File: src/hw/rtl/lpr_pkg.sv
package lpr_pkg;

    // ring geometry
    localparam int BUF_BYTES    = 4096;
    localparam int HEADER_BYTES = 4;
    localparam int ALIGN_BYTES  = 4;
    localparam int MIN_RING     = 2 * HEADER_BYTES;

    localparam int ADDR_W = $clog2(BUF_BYTES);
    localparam int LEN_W  = ADDR_W + 1;
    localparam int CFG_W  = 13;
    localparam int PLEN_W = 16;
    localparam int CMP_W  = (LEN_W > PLEN_W + 1) ? LEN_W : PLEN_W + 1;

    typedef logic [ADDR_W-1:0] addr_t;
    typedef logic [LEN_W-1:0]  len_t;
    typedef logic [CMP_W-1:0]  cmp_t;

    // request codes
    localparam logic [2:0] REQ_WRITE_BEGIN = 3'd0;
    localparam logic [2:0] REQ_WRITE_BYTE  = 3'd1;
    localparam logic [2:0] REQ_READ_BEGIN  = 3'd2;
    localparam logic [2:0] REQ_READ_BYTE   = 3'd3;
    localparam logic [2:0] REQ_PEEK        = 3'd4;

    // status codes
    localparam logic [2:0] STATUS_OK       = 3'd0;
    localparam logic [2:0] STATUS_INVALID  = 3'd1;
    localparam logic [2:0] STATUS_NO_SPACE = 3'd2;
    localparam logic [2:0] STATUS_EMPTY    = 3'd3;
    localparam logic [2:0] STATUS_CORRUPT  = 3'd4;

    typedef enum logic [2:0] {
        ST_IDLE,
        ST_EXEC,
        ST_HDR,
        ST_RD_HI,
        ST_RD_LO,
        ST_RD_BYTE
    } lpr_state_t;

    typedef struct packed {
        logic [2:0]        status;
        logic [PLEN_W-1:0] length;
        logic [7:0]        byte_out;
        logic              last;
    } lpr_result_t;

    typedef struct packed {
        logic       wr_en;
        addr_t      wr_addr;
        logic [7:0] wr_data;
        logic       rd_en;
        addr_t      rd_addr;
    } lpr_mem_req_t;

    // ring length in use: low bits cleared, clamped between MIN_RING and the buffer
    function automatic len_t eff_len(input logic [CFG_W-1:0] v);
        logic [31:0] a;
        a = 32'({v[CFG_W-1:2], 2'b00});
        if (a < 32'(MIN_RING)) begin
            a = 32'(MIN_RING);
        end else if (a > 32'(BUF_BYTES)) begin
            a = 32'(BUF_BYTES);
        end
        return LEN_W'(a);
    endfunction

    // idx + k with one wrap, idx below n and k at most a header
    function automatic addr_t wrap_add(input addr_t idx, input logic [2:0] k, input len_t n);
        len_t s;
        s = len_t'(idx) + len_t'(k);
        if (s >= n) begin
            s = s - n;
        end
        return addr_t'(s);
    endfunction

    // round up to alignment, wrap to zero at the ring end
    function automatic addr_t commit_index(input len_t nx, input len_t n);
        len_t a;
        a = (nx + len_t'(ALIGN_BYTES - 1)) & ~len_t'(ALIGN_BYTES - 1);
        if (a >= n) begin
            a = '0;
        end
        return addr_t'(a);
    endfunction

    // bytes between read and write index
    function automatic len_t used_bytes(input addr_t w, input addr_t r, input len_t n);
        len_t u;
        if (r > w) begin
            u = n - (len_t'(r) - len_t'(w));
        end else begin
            u = len_t'(w) - len_t'(r);
        end
        return u;
    endfunction

endpackage

File: src/hw/rtl/lpr_out.sv
module lpr_out
    import lpr_pkg::*;
(
    input  logic        aclk,
    input  logic        aresetn,
    input  logic        push,
    input  lpr_result_t res,
    output logic        free,
    output logic        m_valid,
    input  logic        m_ready,
    output logic [2:0]  m_status,
    output logic [15:0] m_length,
    output logic [7:0]  m_byte_out,
    output logic        m_last
);

    logic        valid_reg;
    logic        valid_next;
    lpr_result_t data_reg;

    // slot can take a beat when empty or being drained
    assign free = !valid_reg || m_ready;

    always_comb begin
        valid_next = valid_reg;
        if (push) begin
            valid_next = 1'b1;
        end else if (m_ready) begin
            valid_next = 1'b0;
        end
    end

    always_ff @(posedge aclk) begin
        if (!aresetn) begin
            valid_reg <= 1'b0;
        end else begin
            valid_reg <= valid_next;
        end
    end

    // result payload
    always_ff @(posedge aclk) begin
        if (push) begin
            data_reg <= res;
        end
    end

    assign m_valid    = valid_reg;
    assign m_status   = data_reg.status;
    assign m_length   = data_reg.length;
    assign m_byte_out = data_reg.byte_out;
    assign m_last     = data_reg.last;

endmodule

File: config.mk
export PLATFORM = sky130hd
export DESIGN_NAME = lpr_out
export DESIGN_NICKNAME = d
export VERILOG_FILES = /design/src/hw/rtl/lpr_pkg.sv /design/src/hw/rtl/lpr_out.sv
export SDC_FILE = /design/constraint.sdc
export NUM_CORES = 1
export LEC_CHECK = 0
export BUFFER_PORTS_ARGS = -buffer_cell sky130_fd_sc_hd__buf_2
export CAP_MARGIN = 30
export CORE_MARGIN = 8
export CORE_UTILIZATION = 39
export CTS_CLUSTER_SIZE = 25
export DETAILED_ROUTE_END_ITERATION = 8
export PLACE_DENSITY_LB_ADDON = 0.08
export REMOVE_ABC_BUFFERS = 1
export SYNTH_ARGS = -nofsm -noshare
export SYNTH_HDL_FRONTEND = slang
export SYNTH_SLANG_ARGS = --single-unit
export TNS_END_PERCENT = 100
File: constraint.sdc
create_clock -name aclk -period 0.9 [get_ports aclk]
set_clock_uncertainty 0.2 [all_clocks]
set_input_delay 0.18 -clock aclk [delete_from_list [all_inputs] [get_ports aclk]]
set_output_delay 0.18 -clock aclk [all_outputs]
set_load 0.01 [all_outputs]
==> results of run 1 <==
-- routing by layer --
metal | global-route usage | part of all wire
met4 | 0.0334 | 0.013
met1 | 0.0641 | 0.32
met5 | 0 | 0
met2 | 0.153 | 0.52
met3 | 0.0854 | 0.14
-- cell type report --
class | count | share of cell area
flip-flops and latches | 29 | 0.643
multi-input cells | 2 | 0.0187
well taps | 28 | 0.0261
inverters | 1 | 0.00280
clock buffers | 8 | 0.0364
repair buffers | 64 | 0.273
-- cells in the final DEF (no fill, tap or decap) --
cell	instances
a21boi_2	1
buf_12	2
buf_2	59
buf_4	1
buf_6	2
clkbuf_1	3
clkbuf_4	5
dfxtp_2	1
edfxtp_1	28
inv_1	1
nand2b_4	1
-- logic make-up (layout without fill, tap and decap cells) --
kind of cell           Yosys count  in the layout  synth area share
AO/OA/AOI/OAI                    1              1            0.0127
buffers and inverters            1             73           0.00422
flip-flops                      29             29             0.968
AND/OR/NAND/NOR                  1              1            0.0155
-- flip-flops by register name (all words and copies together) (netlist names) --
register / count
m_status: 3
m_byte_out: 8
m_length: 16
m_valid: 1
m_last: 1
-- how the worst max path moves through the flow --
stage | endpoint | from | slack, ns | cells past startpoint
finish | m_length[10] | m_length[10] | -0.32 | 1
global route | m_length[10] | m_length[10] | -0.37 | 1
CTS | m_length[10] | m_length[10] | -0.35 | 1
detailed placement | m_byte_out[3] | push | -0.09 | 2
global placement | m_byte_out[3] | push | -0.09 | 2
floorplan | m_valid | m_valid | 0.04 | 2
-- power by group through the flow --
stage | Combinational (uW) | Sequential, uW | Clock, uW
2_1_floorplan | 9.96 | 1710 | 0
4_1_cts | 290 | 1620 | 717
6_report | 286 | 1620 | 676
3_5_place_dp | 287 | 1650 | 0
5_1_grt | 311 | 1630 | 788
3_3_place_gp | 286 | 1650 | 0
-- per-stage QoR --
step | worst slack (ns) | std cells | power (uW) | hold slack, ns | setup TNS, ns
floorplan | 0.0360 | 32 | 1720 | 0.0789 | 0
global placement | -0.0889 | 124 | 1940 | 0.158 | -2.20
detailed placement | -0.0890 | 124 | 1940 | 0.158 | -2.23
CTS | -0.350 | 132 | 2630 | -0.179 | -9.48
global route | -0.371 | 132 | 2730 | -0.194 | -10.44
finish | -0.317 | 132 | 2580 | -0.157 | -8.67
-- timing repair --
action,in CTS,in global routing
resized for setup,2,1
buffers inserted,0,0
endpoints found under the setup margin,30,30
endpoints found under the hold margin,29,29
==> summary.txt, run 1 <==
Run status
  • Status: finished with violations
  • Failing checks: hold timing, setup timing

Critical path
  • CP Cell Sequence: buf_2
  • R2R depth: 2
  • Reg2reg start: m_valid
  • Worst Path Required: 0.52 ns
  • Crit path kind: reg -> out
  • R2r endpoint: m_valid
  • CP max stage cell: edfxtp_1
  • Startpoint Class: flop
  • R2R Setup Slk: 0.11 ns
  • Worst-path fanout max: 1
  • Worst endpoint data arrival time: 0.84 ns
  • CP endpoint kind: primary output
  • Slowest stage delay, CP: 0.38 ns
  • Delay-heaviest family, CP: flip-flops
  • CP Buf/Inv Count: 1

Yosys
  • Mean Syn Cell Area: 27.8 um2
  • Yosys Warn Count: 0
  • Top-count cell post-synth: edfxtp_1
  • Synth Instances: 32
  • Ys flop type: edfxtp_1
  • Synth cell count leaders: edfxtp_1 (28), a21boi_2 (1), dfxtp_1 (1), inv_1 (1), nand2b_4 (1)
  • Yosys cell types: 5
  • Largest area contributor in the netlist: edfxtp_1
  • Synth Register Bits: 29
  • Synth top area share: 0.945
  • Synth top area cells: edfxtp_1 (95%), dfxtp_1 (2.3%), nand2b_4 (1.5%)
  • Asr flop ratio synth: 0
  • Seq/Total Area, Yosys: 0.968
  • EDFF count, synth: 28
  • Post-Syn Area: 890 um2

Detailed routing
  • Vias per inst: 4.11
  • DRT iter0 DRCs: 6
  • Routed Antenna Nets: 0
  • Detailed Route WL: 1690 um
  • Vias after detailed routing: 542
  • Residual DRC count: 0
  • First drt pass iteration count: 2
  • Average routed wire per standard cell: 12.8 um

Layout
  • Multi-input logic area: 25.0 um2
  • N_diodes: 0
  • Final #Nets: 135
  • Ratio of cells with drive above 1 in the final layout: 0.692
  • Final instance area: 0.00134 mm2
  • Fillers: 176
  • Area growth from synthesis to layout: 50.6%
  • FF/Latch Area: 862 um2
  • Final Util: 0.612

Clock network
  • Clk Latency, worst-skew pair: 0.31 ns
  • CTS tree: built
  • CTS sink cnt: 29
  • Total CTS buffers: 5
  • Clk Tree Root Cell: clkbuf_4
  • Max Root-Sink Buffers: 2
  • H-tree depth: 2
  • Clk slew on worst S/H paths: 0.08 ns

Pwr
  • Combinational power share: 0.111
  • P_leak: 0.000594 uW
  • Cell Pwr Density: 1920 mW/mm2
  • Switching pwr: 528 uW
  • VDD IR-drop max: 974 uV
  • Clk network pwr share: 0.262
  • Internal Pwr Total: 2050 uW
  • Reg power frac: 0.627
  • Switching power share of the total: 0.205

Die
  • Initial Util: 0.406
  • Die Wd: 63.8 um
  • Row cnt: 17
  • Die area: 0.00407 mm2
  • Die height: 63.8 um
  • Core area: 0.00219 mm2
  • I/O Pins: 62

STA
  • Max Slew Vio Count: 0
  • Peak Freq: 821 MHz
  • Setup WS post-layout: -0.317 ns
  • Slew margin rel.: 0.920
  • WHS: -0.157 ns
  • Fin crit share: 1.35
  • Setup-failing EPs final: 30
  • RSZ-0062 raised after global routing: yes
  • Worst slew pin tran: 0.121 ns
  • Final Hold Fails: 29
  • Final Critical Period: 1.22 ns

Global route
  • Vias in the first global route: 644
  • Global Route Usage Sum: 0.0884
  • First-pass GRT wire length: 2750 um
  • Largest net degree at the start of global routing: 17
  • Initial antenna violation count: 0
  • GRT overflow: 0

Worst hold path
  • Worst min path class: in -> reg
  • Worst min-delay path endpoint: m_byte_out[0]
  • Hold depth: 1
  • Hold path start: res[1]

Placement
  • Input/output buffers: 61
  • Post-DP Area: 0.00128 mm2
  • Routability cong.: 0.709

Flow run
  • Maxcap violations: 0
No activity file was read; power rests on OpenSTA's default activity.
==> inputs of run 2 (changes only) <==
--- a/config.mk
+++ b/config.mk
@@ -5,8 +5,9 @@
 export SDC_FILE = /design/constraint.sdc
 export NUM_CORES = 1
 export LEC_CHECK = 0
-export BUFFER_PORTS_ARGS = -buffer_cell sky130_fd_sc_hd__buf_2
+export BUFFER_PORTS_ARGS = -buffer_cell sky130_fd_sc_hd__clkbuf_2
 export CAP_MARGIN = 30
+export CORE_ASPECT_RATIO = 1.4
 export CORE_MARGIN = 8
 export CORE_UTILIZATION = 39
 export CTS_CLUSTER_SIZE = 25
==> summary.txt, run 2 (synthesis gave the netlist of run 1 again) <==
Die
  • Die Wd: 56.4 um (was 63.8 um)
  • Die area: 0.00409 mm2 (was 0.00407 mm2)
  • Initial Util: 0.409 (was 0.406)
  • I/O Pins: 62 (unchanged)
  • Row cnt: 20 (was 17)
  • Die height: 72.5 um (was 63.8 um)
  • Core area: 0.00218 mm2 (was 0.00219 mm2)

Critical path
  • R2R depth: 2 (unchanged)
  • CP endpoint kind: primary output (unchanged)
  • Worst endpoint data arrival time: 0.85 ns (was 0.84 ns)
  • Worst-path fanout max: 2 (was 1)
  • Worst Path Required: 0.52 ns (about the same)
  • Startpoint Class: flop (unchanged)
  • Crit path kind: reg -> out (unchanged)

STA
  • Setup-failing EPs final: 30 (unchanged)
  • Peak Freq: 816 MHz (was 821 MHz)
  • Final Hold Fails: 29 (unchanged)
  • Fin crit share: 1.36 (was 1.35)
  • WHS: -0.158 ns (was -0.157 ns)
  • Slew margin rel.: 0.926 (was 0.920)
  • Final Critical Period: 1.23 ns (was 1.22 ns)
  • Max Slew Vio Count: 0 (unchanged)
  • Worst slew pin tran: 0.110 ns (was 0.121 ns)
  • Setup WS post-layout: -0.326 ns (was -0.317 ns)
  • RSZ-0062 raised after global routing: yes (unchanged)

Clock network
  • Post-CTS Setup Repair Bufs: 0 (unchanged)
  • Clk slew on worst S/H paths: 0.08 ns (about the same)
  • CTS tree: built (unchanged)
  • H-tree depth: 2 (unchanged)
  • Clk Tree Root Cell: clkbuf_4 (unchanged)
  • Total CTS buffers: 5 (unchanged)
  • CTS sink cnt: 29 (unchanged)
  • Max Root-Sink Buffers: 2 (unchanged)
  • Clk Latency, worst-skew pair: 0.31 ns (about the same)

Layout
  • Final instance area: 0.00131 mm2 (was 0.00134 mm2)
  • Ratio of cells with drive above 1 in the final layout: 0.689 (was 0.692)
  • Final #Nets: 134 (was 135)
  • Commonest non-fill, non-tap cell in the layout: clkbuf_2 (was buf_2)
  • Max FFs per register: 16 (unchanged)
  • N_diodes: 0 (unchanged)
  • Most frequent cells in the layout: clkbuf_2 (58), edfxtp_1 (28), clkbuf_4 (5), clkbuf_1 (3), buf_6 (2) (was buf_2 (59), edfxtp_1 (28), clkbuf_4 (5), clkbuf_1 (3))
  • Area growth from synthesis to layout: 47.5% (was 50.6%)

Detailed routing
  • Average routed wire per standard cell: 14.8 um (was 12.8 um)
  • First drt pass iteration count: 3 (was 2)
  • Vias per inst: 4.40 (was 4.11)
  • Vias after detailed routing: 550 (was 542)
  • Residual DRC count: 0 (unchanged)
  • Detailed Route WL: 1850 um (was 1690 um)
  • DRT iter0 DRCs: 12 (was 6)
  • Routed Antenna Nets: 0 (unchanged)

Pwr
  • Tot Pwr: 2590 uW (was 2580 uW)
  • P_leak: 0.000596 uW (was 0.000594 uW)
  • Cell Pwr Density: 1970 mW/mm2 (was 1920 mW/mm2)
  • VDD IR-drop max: 1010 uV (was 974 uV)

Global route
  • GRT overflow: 0 (unchanged)
  • Global Route Usage Sum: 0.0894 (was 0.0884)
  • Vias in the first global route: 597 (was 644)
  • Largest net degree at the start of global routing: 21 (was 17)
  • First-pass GRT wire length: 2780 um (was 2750 um)
  • Initial antenna violation count: 0 (unchanged)

Placement
  • Input/output buffers: 61 (unchanged)
  • Post-DP Area: 0.00125 mm2 (was 0.00128 mm2)
  • Routability cong.: 0.650 (was 0.709)

Run status
  • Failing checks: hold timing, setup timing (unchanged)
  • Status: finished with violations (unchanged)

Flow run
  • Maxcap violations: 0 (unchanged)

Worst hold path
  • Worst min path class: in -> reg (unchanged)
  • Hold depth: 1 (unchanged)
## run 2: through the flow
stage / instances / utilization / worst slack (ns) / hold slack, ns / setup TNS (ns)
after global routing: 125 / 0.603 / -0.373 / -0.189 / -10.22
final: 125 / 0.603 / -0.326 / -0.158 / -8.66
after global placement: 117 / 0.574 / -0.0669 / 0.157 / -1.75
after detailed placement: 117 / 0.574 / -0.0776 / 0.159 / -1.98
after CTS: 125 / 0.597 / -0.343 / -0.178 / -9.41
after floorplan: 32 / - / 0.0360 / 0.0789 / 0
## run 2: path summary, 6_finish.rpt
path / endpoint / slack [ns] / startpoint
setup reg to reg: m_valid / 0.10 / m_valid
hold / removal: m_length[1] / -0.16 / res[10]
hold reg to reg: m_valid / 0.29 / m_valid
setup / recovery: free / -0.33 / m_valid
## run 2: final cells by class
| cell class | count | area [um2] |
|---|---|---|
| well taps | 22 | 27.5 |
| repair buffers | 63 | 345 |
| inverters | 1 | 3.75 |
| flip-flops and latches | 29 | 862 |
| multi-input cells | 2 | 25.0 |
| fillers | 176 | 865 |
| clock buffers | 8 | 48.8 |
## run 2: critical path, stage by stage, from the launching register on
cell	delay [ns]
dfxtp_2	0.36
nand2b_4	0.06
buf_6	0.12
## run 2: routing by layer
layer | up-vias | share of wire | wire length (um) | global-route usage
li1 | 266 | - | - | -
met1 | 234 | 0.31 | 578 | 0.0712
met5 | - | 0 | 0 | 0
met3 | 6 | 0.17 | 322 | 0.0925
met2 | 44 | 0.50 | 918 | 0.138
met4 | 0 | 0.016 | 29 | 0.0402
## run 2: power breakdown
part / switching [uW] / total (uW) / internal (uW)
sequential: 27.7 / 1620 / 1590
clock: 379 / 689 / 311
combinational: 138 / 274 / 136
## run 2: what timing repair did
action / 4_1_cts / 5_1_grt
pin swaps: 0 / 0
hold endpoints to repair: 29 / 29
setup endpoints to repair: 30 / 30
gates resized for setup: 1 / 5
