**config.mk**
```make
export PLATFORM = sky130hd
export DESIGN_NAME = lpr_ctrl
export DESIGN_NICKNAME = d
export VERILOG_FILES = /design/src/hw/rtl/lpr_pkg.sv /design/src/hw/rtl/lpr_ctrl.sv
export SDC_FILE = /design/constraint.sdc
export NUM_CORES = 1
export LEC_CHECK = 0
export BUFFER_PORTS_ARGS = -buffer_cell sky130_fd_sc_hd__buf_2
export CAP_MARGIN = 25
export CORE_MARGIN = 2
export CORE_UTILIZATION = 50
export CTS_BUF_LIST = sky130_fd_sc_hd__clkbuf_8
export DETAILED_ROUTE_END_ITERATION = 10
export GPL_ROUTABILITY_DRIVEN = 0
export GPL_TIMING_DRIVEN = 0
export HOLD_SLACK_MARGIN = 0.08
export PLACE_DENSITY = 0.69
export SYNTH_ARGS = -nofsm -noshare
export SYNTH_HDL_FRONTEND = slang
export SYNTH_SLANG_ARGS = --single-unit
```
**constraint.sdc**
```tcl
create_clock -name aclk -period 10.4 [get_ports aclk]
set_clock_uncertainty 0.15 [all_clocks]
set_input_delay 1.04 -clock aclk [delete_from_list [all_inputs] [get_ports aclk]]
set_output_delay 1.04 -clock aclk [all_outputs]
set_load 0.02 [all_outputs]
```
**src/hw/rtl/lpr_pkg.sv**
```systemverilog
package lpr_pkg;

    // ring geometry
    localparam int BUF_BYTES    = 4096;
    localparam int HEADER_BYTES = 4;
    localparam int ALIGN_BYTES  = 4;
    localparam int MIN_RING     = 2 * HEADER_BYTES;

    localparam int ADDR_W = $clog2(BUF_BYTES);
    localparam int LEN_W  = ADDR_W + 1;
    localparam int CFG_W  = 13;
    localparam int PLEN_W = 16;
    localparam int CMP_W  = (LEN_W > PLEN_W + 1) ? LEN_W : PLEN_W + 1;

    typedef logic [ADDR_W-1:0] addr_t;
    typedef logic [LEN_W-1:0]  len_t;
    typedef logic [CMP_W-1:0]  cmp_t;

    // request codes
    localparam logic [2:0] REQ_WRITE_BEGIN = 3'd0;
    localparam logic [2:0] REQ_WRITE_BYTE  = 3'd1;
    localparam logic [2:0] REQ_READ_BEGIN  = 3'd2;
    localparam logic [2:0] REQ_READ_BYTE   = 3'd3;
    localparam logic [2:0] REQ_PEEK        = 3'd4;

    // status codes
    localparam logic [2:0] STATUS_OK       = 3'd0;
    localparam logic [2:0] STATUS_INVALID  = 3'd1;
    localparam logic [2:0] STATUS_NO_SPACE = 3'd2;
    localparam logic [2:0] STATUS_EMPTY    = 3'd3;
    localparam logic [2:0] STATUS_CORRUPT  = 3'd4;

    typedef enum logic [2:0] {
        ST_IDLE,
        ST_EXEC,
        ST_HDR,
        ST_RD_HI,
        ST_RD_LO,
        ST_RD_BYTE
    } lpr_state_t;

    typedef struct packed {
        logic [2:0]        status;
        logic [PLEN_W-1:0] length;
        logic [7:0]        byte_out;
        logic              last;
    } lpr_result_t;

    typedef struct packed {
        logic       wr_en;
        addr_t      wr_addr;
        logic [7:0] wr_data;
        logic       rd_en;
        addr_t      rd_addr;
    } lpr_mem_req_t;

    // ring length in use: low bits cleared, clamped between MIN_RING and the buffer
    function automatic len_t eff_len(input logic [CFG_W-1:0] v);
        logic [31:0] a;
        a = 32'({v[CFG_W-1:2], 2'b00});
        if (a < 32'(MIN_RING)) begin
            a = 32'(MIN_RING);
        end else if (a > 32'(BUF_BYTES)) begin
            a = 32'(BUF_BYTES);
        end
        return LEN_W'(a);
    endfunction

    // idx + k with one wrap, idx below n and k at most a header
    function automatic addr_t wrap_add(input addr_t idx, input logic [2:0] k, input len_t n);
        len_t s;
        s = len_t'(idx) + len_t'(k);
        if (s >= n) begin
            s = s - n;
        end
        return addr_t'(s);
    endfunction

    // round up to alignment, wrap to zero at the ring end
    function automatic addr_t commit_index(input len_t nx, input len_t n);
        len_t a;
        a = (nx + len_t'(ALIGN_BYTES - 1)) & ~len_t'(ALIGN_BYTES - 1);
        if (a >= n) begin
            a = '0;
        end
        return addr_t'(a);
    endfunction

    // bytes between read and write index
    function automatic len_t used_bytes(input addr_t w, input addr_t r, input len_t n);
        len_t u;
        if (r > w) begin
            u = n - (len_t'(r) - len_t'(w));
        end else begin
            u = len_t'(w) - len_t'(r);
        end
        return u;
    endfunction

endpackage

```
**src/hw/rtl/lpr_ctrl.sv**
```systemverilog
module lpr_ctrl
    import lpr_pkg::*;
(
    input  logic               aclk,
    input  logic               aresetn,
    input  logic               s_valid,
    output logic               s_ready,
    input  logic [2:0]         s_req_type,
    input  logic [PLEN_W-1:0]  s_pkt_len,
    input  logic [7:0]         s_byte_in,
    input  logic [PLEN_W-1:0]  s_read_capacity,
    input  logic               cfg_wr_en,
    input  logic [CFG_W-1:0]   cfg_wr_data,
    output lpr_mem_req_t       mem_req,
    input  logic [7:0]         mem_rd_data,
    input  logic               out_free,
    output logic               out_push,
    output lpr_result_t        out_res
);

    lpr_state_t        state_reg, state_next;
    len_t              n_reg, n_next;
    addr_t             widx_reg, widx_next;
    addr_t             ridx_reg, ridx_next;
    addr_t             wcur_reg, wcur_next;
    addr_t             rcur_reg, rcur_next;
    logic [PLEN_W-1:0] wleft_reg, wleft_next;
    logic [PLEN_W-1:0] rleft_reg, rleft_next;
    logic              wopen_reg, wopen_next;
    logic              ropen_reg, ropen_next;
    logic [2:0]        req_reg, req_next;
    logic [PLEN_W-1:0] plen_reg, plen_next;
    logic [7:0]        bin_reg, bin_next;
    logic [PLEN_W-1:0] cap_reg, cap_next;
    logic [1:0]        hdr_cnt_reg, hdr_cnt_next;
    logic [7:0]        hi_reg, hi_next;

    len_t              occ;
    len_t              freeb;
    logic [PLEN_W-1:0] pl;
    addr_t             rd_cur;
    logic [PLEN_W-1:0] wleft_dec;
    logic [PLEN_W-1:0] rleft_dec;

    assign s_ready = (state_reg == ST_IDLE);

    // occupancy and free space of the ring
    assign occ   = used_bytes(widx_reg, ridx_reg, n_reg);
    assign freeb = (occ + len_t'(HEADER_BYTES) <= n_reg) ?
                   (n_reg - occ - len_t'(HEADER_BYTES)) : '0;

    // stored length from the two header bytes
    assign pl        = {hi_reg, mem_rd_data};
    assign rd_cur    = wrap_add(ridx_reg, 3'(HEADER_BYTES), n_reg);
    assign wleft_dec = wleft_reg - PLEN_W'(1);
    assign rleft_dec = rleft_reg - PLEN_W'(1);

    // sequencer: next state, ring memory access and result beat
    always_comb begin
        state_next   = state_reg;
        n_next       = n_reg;
        widx_next    = widx_reg;
        ridx_next    = ridx_reg;
        wcur_next    = wcur_reg;
        rcur_next    = rcur_reg;
        wleft_next   = wleft_reg;
        rleft_next   = rleft_reg;
        wopen_next   = wopen_reg;
        ropen_next   = ropen_reg;
        req_next     = req_reg;
        plen_next    = plen_reg;
        bin_next     = bin_reg;
        cap_next     = cap_reg;
        hdr_cnt_next = hdr_cnt_reg;
        hi_next      = hi_reg;
        mem_req      = '0;
        out_push     = 1'b0;
        out_res      = '0;
        out_res.status = STATUS_INVALID;

        unique case (state_reg)
            ST_IDLE: begin
                if (s_valid) begin
                    req_next   = s_req_type;
                    plen_next  = s_pkt_len;
                    bin_next   = s_byte_in;
                    cap_next   = s_read_capacity;
                    state_next = ST_EXEC;
                end
            end

            ST_EXEC: begin
                if (out_free) begin
                    state_next = ST_IDLE;
                    unique case (req_reg)
                        REQ_WRITE_BEGIN: begin
                            if (plen_reg == '0 || wopen_reg) begin
                                out_push = 1'b1;
                            end else if (cmp_t'(freeb) <
                                         cmp_t'(plen_reg) + cmp_t'(HEADER_BYTES)) begin
                                out_push       = 1'b1;
                                out_res.status = STATUS_NO_SPACE;
                            end else begin
                                mem_req.wr_en   = 1'b1;
                                mem_req.wr_addr = widx_reg;
                                mem_req.wr_data = plen_reg[15:8];
                                wcur_next    = wrap_add(widx_reg, 3'(HEADER_BYTES), n_reg);
                                wleft_next   = plen_reg;
                                wopen_next   = 1'b1;
                                hdr_cnt_next = 2'd1;
                                state_next   = ST_HDR;
                                out_push       = 1'b1;
                                out_res.status = STATUS_OK;
                                out_res.length = plen_reg;
                            end
                        end
                        REQ_WRITE_BYTE: begin
                            out_push = 1'b1;
                            if (wopen_reg) begin
                                mem_req.wr_en   = 1'b1;
                                mem_req.wr_addr = wcur_reg;
                                mem_req.wr_data = bin_reg;
                                wcur_next  = wrap_add(wcur_reg, 3'd1, n_reg);
                                wleft_next = wleft_dec;
                                out_res.status = STATUS_OK;
                                if (wleft_dec == '0) begin
                                    out_res.last = 1'b1;
                                    widx_next  = commit_index(len_t'(wcur_reg) + len_t'(1), n_reg);
                                    wopen_next = 1'b0;
                                end
                            end
                        end
                        REQ_READ_BEGIN, REQ_PEEK: begin
                            if (req_reg == REQ_READ_BEGIN && ropen_reg) begin
                                out_push = 1'b1;
                            end else if (ridx_reg == widx_reg) begin
                                out_push       = 1'b1;
                                out_res.status = STATUS_EMPTY;
                            end else begin
                                mem_req.rd_en   = 1'b1;
                                mem_req.rd_addr = ridx_reg;
                                state_next      = ST_RD_HI;
                            end
                        end
                        REQ_READ_BYTE: begin
                            if (ropen_reg) begin
                                mem_req.rd_en   = 1'b1;
                                mem_req.rd_addr = rcur_reg;
                                state_next      = ST_RD_BYTE;
                            end else begin
                                out_push = 1'b1;
                            end
                        end
                        default: begin
                            out_push = 1'b1;
                        end
                    endcase
                end
            end

            // remaining header bytes: length low byte, then two zeros
            ST_HDR: begin
                mem_req.wr_en   = 1'b1;
                mem_req.wr_addr = wrap_add(widx_reg, {1'b0, hdr_cnt_reg}, n_reg);
                mem_req.wr_data = (hdr_cnt_reg == 2'd1) ? plen_reg[7:0] : 8'd0;
                hdr_cnt_next    = hdr_cnt_reg + 2'd1;
                if (hdr_cnt_reg == 2'd3) begin
                    state_next = ST_IDLE;
                end
            end

            ST_RD_HI: begin
                hi_next         = mem_rd_data;
                mem_req.rd_en   = 1'b1;
                mem_req.rd_addr = wrap_add(ridx_reg, 3'd1, n_reg);
                state_next      = ST_RD_LO;
            end

            // header length known: peek, refuse, free an empty packet or open the packet
            ST_RD_LO: begin
                if (out_free) begin
                    state_next = ST_IDLE;
                    out_push   = 1'b1;
                    if (req_reg == REQ_PEEK) begin
                        out_res.status = STATUS_OK;
                        out_res.length = pl;
                    end else if (pl > cap_reg) begin
                        out_res.status = STATUS_NO_SPACE;
                        out_res.length = pl;
                    end else if (cmp_t'(occ) < cmp_t'(pl) + cmp_t'(HEADER_BYTES)) begin
                        out_res.status = STATUS_CORRUPT;
                    end else begin
                        out_res.status = STATUS_OK;
                        out_res.length = pl;
                        if (pl == '0) begin
                            ridx_next = commit_index(len_t'(rd_cur), n_reg);
                        end else begin
                            rcur_next  = rd_cur;
                            rleft_next = pl;
                            ropen_next = 1'b1;
                        end
                    end
                end
            end

            ST_RD_BYTE: begin
                if (out_free) begin
                    state_next       = ST_IDLE;
                    out_push         = 1'b1;
                    out_res.status   = STATUS_OK;
                    out_res.byte_out = mem_rd_data;
                    rcur_next        = wrap_add(rcur_reg, 3'd1, n_reg);
                    rleft_next       = rleft_dec;
                    if (rleft_dec == '0) begin
                        out_res.last = 1'b1;
                        ridx_next  = commit_index(len_t'(rcur_reg) + len_t'(1), n_reg);
                        ropen_next = 1'b0;
                    end
                end
            end

            default: begin
                state_next = ST_IDLE;
            end
        endcase

        // register write: new ring length, empty ring
        if (cfg_wr_en) begin
            n_next     = eff_len(cfg_wr_data);
            widx_next  = '0;
            ridx_next  = '0;
            wcur_next  = '0;
            rcur_next  = '0;
            wleft_next = '0;
            rleft_next = '0;
            wopen_next = 1'b0;
            ropen_next = 1'b0;
        end
    end

    // control state
    always_ff @(posedge aclk) begin
        if (!aresetn) begin
            state_reg <= ST_IDLE;
            n_reg     <= len_t'(BUF_BYTES);
            widx_reg  <= '0;
            ridx_reg  <= '0;
            wcur_reg  <= '0;
            rcur_reg  <= '0;
            wleft_reg <= '0;
            rleft_reg <= '0;
            wopen_reg <= 1'b0;
            ropen_reg <= 1'b0;
        end else begin
            state_reg <= state_next;
            n_reg     <= n_next;
            widx_reg  <= widx_next;
            ridx_reg  <= ridx_next;
            wcur_reg  <= wcur_next;
            rcur_reg  <= rcur_next;
            wleft_reg <= wleft_next;
            rleft_reg <= rleft_next;
            wopen_reg <= wopen_next;
            ropen_reg <= ropen_next;
        end
    end

    // item payload and scratch
    always_ff @(posedge aclk) begin
        req_reg     <= req_next;
        plen_reg    <= plen_next;
        bin_reg     <= bin_next;
        cap_reg     <= cap_next;
        hdr_cnt_reg <= hdr_cnt_next;
        hi_reg      <= hi_next;
    end

endmodule

```
==> impl_metrics.csv <==
group,metric,value,unit
run_status,status,"finished clean",
critical_path,worst-path-buf-inv,6,
detailed_routing,drc,0,
yosys,yosys.cell_count.top_type,"ha_1",
timing,fin_setup_tns,0,ns
yosys,synthFlopType,"dfxtp_1",
yosys,yosysTopAreaCell,"ha_1",
global_routing,antenna_found_initial,1,
cells_and_area,fill_cells,3162,
power_and_ir_drop,power_density,76.7,nW/um^2
power_and_ir_drop,p_leak,0.00802,uW
floorplan,die_y,187,um
clock_tree,clk_path_buf_depth,2,
cells_and_area,finalNonFillerCells,2712,
critical_path,crit_fanout,10,
critical_path,crit_path_end_kind,"output port",
place,place_hpwl,43100,um
clock_tree,h-tree-depth,4,
detailed_routing,viasPerCell,6.28,
timing,finalCriticalPeriod,9.68,ns
place,port_buffers,129,
floorplan,num_rows,67,
clock_tree,clk_latency,0.50,ns
cells_and_area,final_nets,2542,
power_and_ir_drop,sequentialPowerShare,43.4,%
yosys,ys_warn_count,0,
worst_hold_path,hp-class,"register to register",
detailed_routing,first_iter_violations,1862,
detailed_routing,routedWlPerCell,20.7,um
critical_path,cp.required,9.21,ns
power_and_ir_drop,ir_drop,0.0854,mV
yosys,synth-edff-count,53,
yosys,syn_inst,2098,
power_and_ir_drop,intPower,948,uW
clock_tree,cts_resized,0,
yosys,synth_top_area_share,15.2,%
power_and_ir_drop,total_power,1410,uW
yosys,avgSynthCellArea,7.99,um^2
power_and_ir_drop,power_switching_share,32.9,%
place,placed_cell_area,18000,um^2
cells_and_area,final_util,55.3,%
critical_path,critPathMostFrequentCell,"ha_1",
cells_and_area,area_growth_syn_to_layout,9.85,%
clock_tree,cts.sinks,145,
power_and_ir_drop,pwr-share-clk,32.2,%
critical_path,cp-start-kind,"register",
floorplan,dieArea,35000,um^2
yosys,post_synth_num_cell_types,100,
clock_tree,numCtsBuffers,17,
run,cap_violations,0,
global_routing,overflow,0,
timing,finalHoldViolations,0,
clock_tree,root_buffer,"clkbuf_8",
yosys,async_flop_share,0,%
detailed_routing,dr.pass1.iters,7,
timing,fmax,103,MHz
timing,setup_viol,0,
detailed_routing,met3_wirelength,4800,um
timing,rsz0062_at_grt,"false",
critical_path,max_stage_delay,0.69,ns
critical_path,cp_top_family,"compound AO/OA/AOI/OAI gates",
yosys,synth_fp_nets,2390,
clock_tree,cts_tree,"done",
detailed_routing,num_vias,17000,
detailed_routing,finalWirelength,56100,um
floorplan,core-area,33300,um^2
yosys,ys_ff_latch,145,
timing,slew_headroom,30.5,%
global_routing,grt_use_total,31.6,%
floorplan,start_util,50.4,%
timing,slew_viol_final,0,
cells_and_area,final_area,18400,um^2
floorplan,dieWidth,187,um
yosys,ys_top_cells_by_count,"204 x ha_1, 166 x inv_1, 160 x nor2_1",
yosys,synthesis.area,16800,um^2
timing,worstMarginPinSlew,1.04,ns
yosys,yosysSeqAreaShare,20.5,%
place,place_inst,2677,
global_routing,grt_pass1_vias,16400,
critical_path,arrival,8.49,ns
yosys,synthTopCellsByArea,"ha_1 15%, dfxtp_1 11%, edfxtp_1 9.5%",
detailed_routing,top_layer,"met5",
power_and_ir_drop,netSwitchingPower,465,uW
detailed_routing,routed-wl-met2,24800,um
clock_tree,clk_pin_slew_worst_paths,0.09,ns
power_and_ir_drop,p_comb_share,24.4,%
floorplan,ioPinCount,133,
detailed_routing,ant_nets,0,
detailed_routing,drt-met1-wl,23800,um
timing,min_period_over_period,93.1,%
critical_path,crit_type,"register to output port",
global_routing,grt_pass1_wl,87900,um
cells_and_area,drive_gt1_share,11.2,%
global_routing,grt_max_degree,43,
critical_path,slowest_stage,"dfxtp_1",
[cells by family (layout without fill, tap and decap cells)]
logic type,count (synthesis),in the layout,share of synthesized area [%]
multiplexers,40,40,2.42
AO/OA/AOI/OAI,596,596,24.8
other,0,1,0
flip-flops,145,145,20.5
buffers and inverters,264,429,6.40
adder cells (fa/ha/maj),223,223,17.5
AND/OR/NAND/NOR,694,694,21.3
XOR/XNOR,136,136,7.11
[area by class of cell]
cell class / count / area, um^2 / area share [%]
inverter: 167 / 627 / 3.40
multi-input combinational: 1689 / 12300 / 66.6
sequential: 145 / 3430 / 18.6
antenna: 1 / 2.50 / 0.0136
buffer: 97 / 445 / 2.42
clock buffer: 17 / 234 / 1.27
timing repair buffer: 133 / 708 / 3.85
tap: 448 / 561 / 3.04
clock inverter: 15 / 145 / 0.788
[path summary, 6_finish.rpt]
check / startpoint / to / slack, ns / cells past startpoint
setup / recovery: ridx_reg[3] / mem_req[29] / 0.72 / 32
hold reg to reg: rleft_reg[12] / rleft_reg[12] / 0.35 / 1
setup reg to reg: ridx_reg[3] / wleft_reg[6] / 2.05 / 31
hold / removal: rleft_reg[12] / rleft_reg[12] / 0.35 / 1
[cell usage in the layout, fill, tap and decap left out, drive strengths merged, types with 11 or more instances in the layout]
cell type | netlist | layout
a211oi | 43 | 43
a21o | 31 | 31
a21oi | 128 | 128
a221oi | 15 | 15
a22o | 23 | 23
a22oi | 29 | 29
and2 | 24 | 24
and3 | 30 | 30
buf | 34 | 167
clkbuf | 63 | 80
dfxtp | 92 | 92
edfxtp | 53 | 53
fa | 19 | 19
ha | 204 | 204
inv | 167 | 170
mux2i | 36 | 36
nand2 | 145 | 145
nand2b | 27 | 27
nand3 | 77 | 77
nand4 | 39 | 39
nor2 | 161 | 161
nor2b | 35 | 35
nor3 | 65 | 65
nor3b | 12 | 12
nor4 | 27 | 27
o211ai | 20 | 20
o21a | 31 | 31
o21ai | 135 | 135
o22ai | 25 | 25
o31ai | 22 | 22
or2 | 11 | 11
or3 | 12 | 12
xnor2 | 85 | 85
xor2 | 51 | 51
[repair_timing]
action	in CTS	in global routing
hold buffers	0	0
endpoints found under the setup margin	0	8
buffers inserted	0	2
[metal layers]
layer	up-vias	global-route usage, %
met5	-	0
met3	140	5.27
met1	7997	41.1
met2	864	50.9
met4	2	15.8
li1	8020	-
[power groups by stage]
stage / combinational (uW) / clock, uW / sequential [uW]
after floorplan: 240 / 0 / 622
after global placement: 324 / 0 / 627
after detailed placement: 335 / 0 / 626
after CTS: 338 / 454 / 613
after global routing: 379 / 480 / 615
final: 344 / 455 / 613
[through the flow]
stage | setup slack, ns | hold WS (ns)
CTS | 0.583 | 0.341
finish | 0.720 | 0.353
floorplan | 2.57 | 0.300
global placement | 1.21 | 0.309
global route | 0.259 | 0.366
detailed placement | 1.13 | 0.321
No activity file was read; power rests on OpenSTA's default activity.
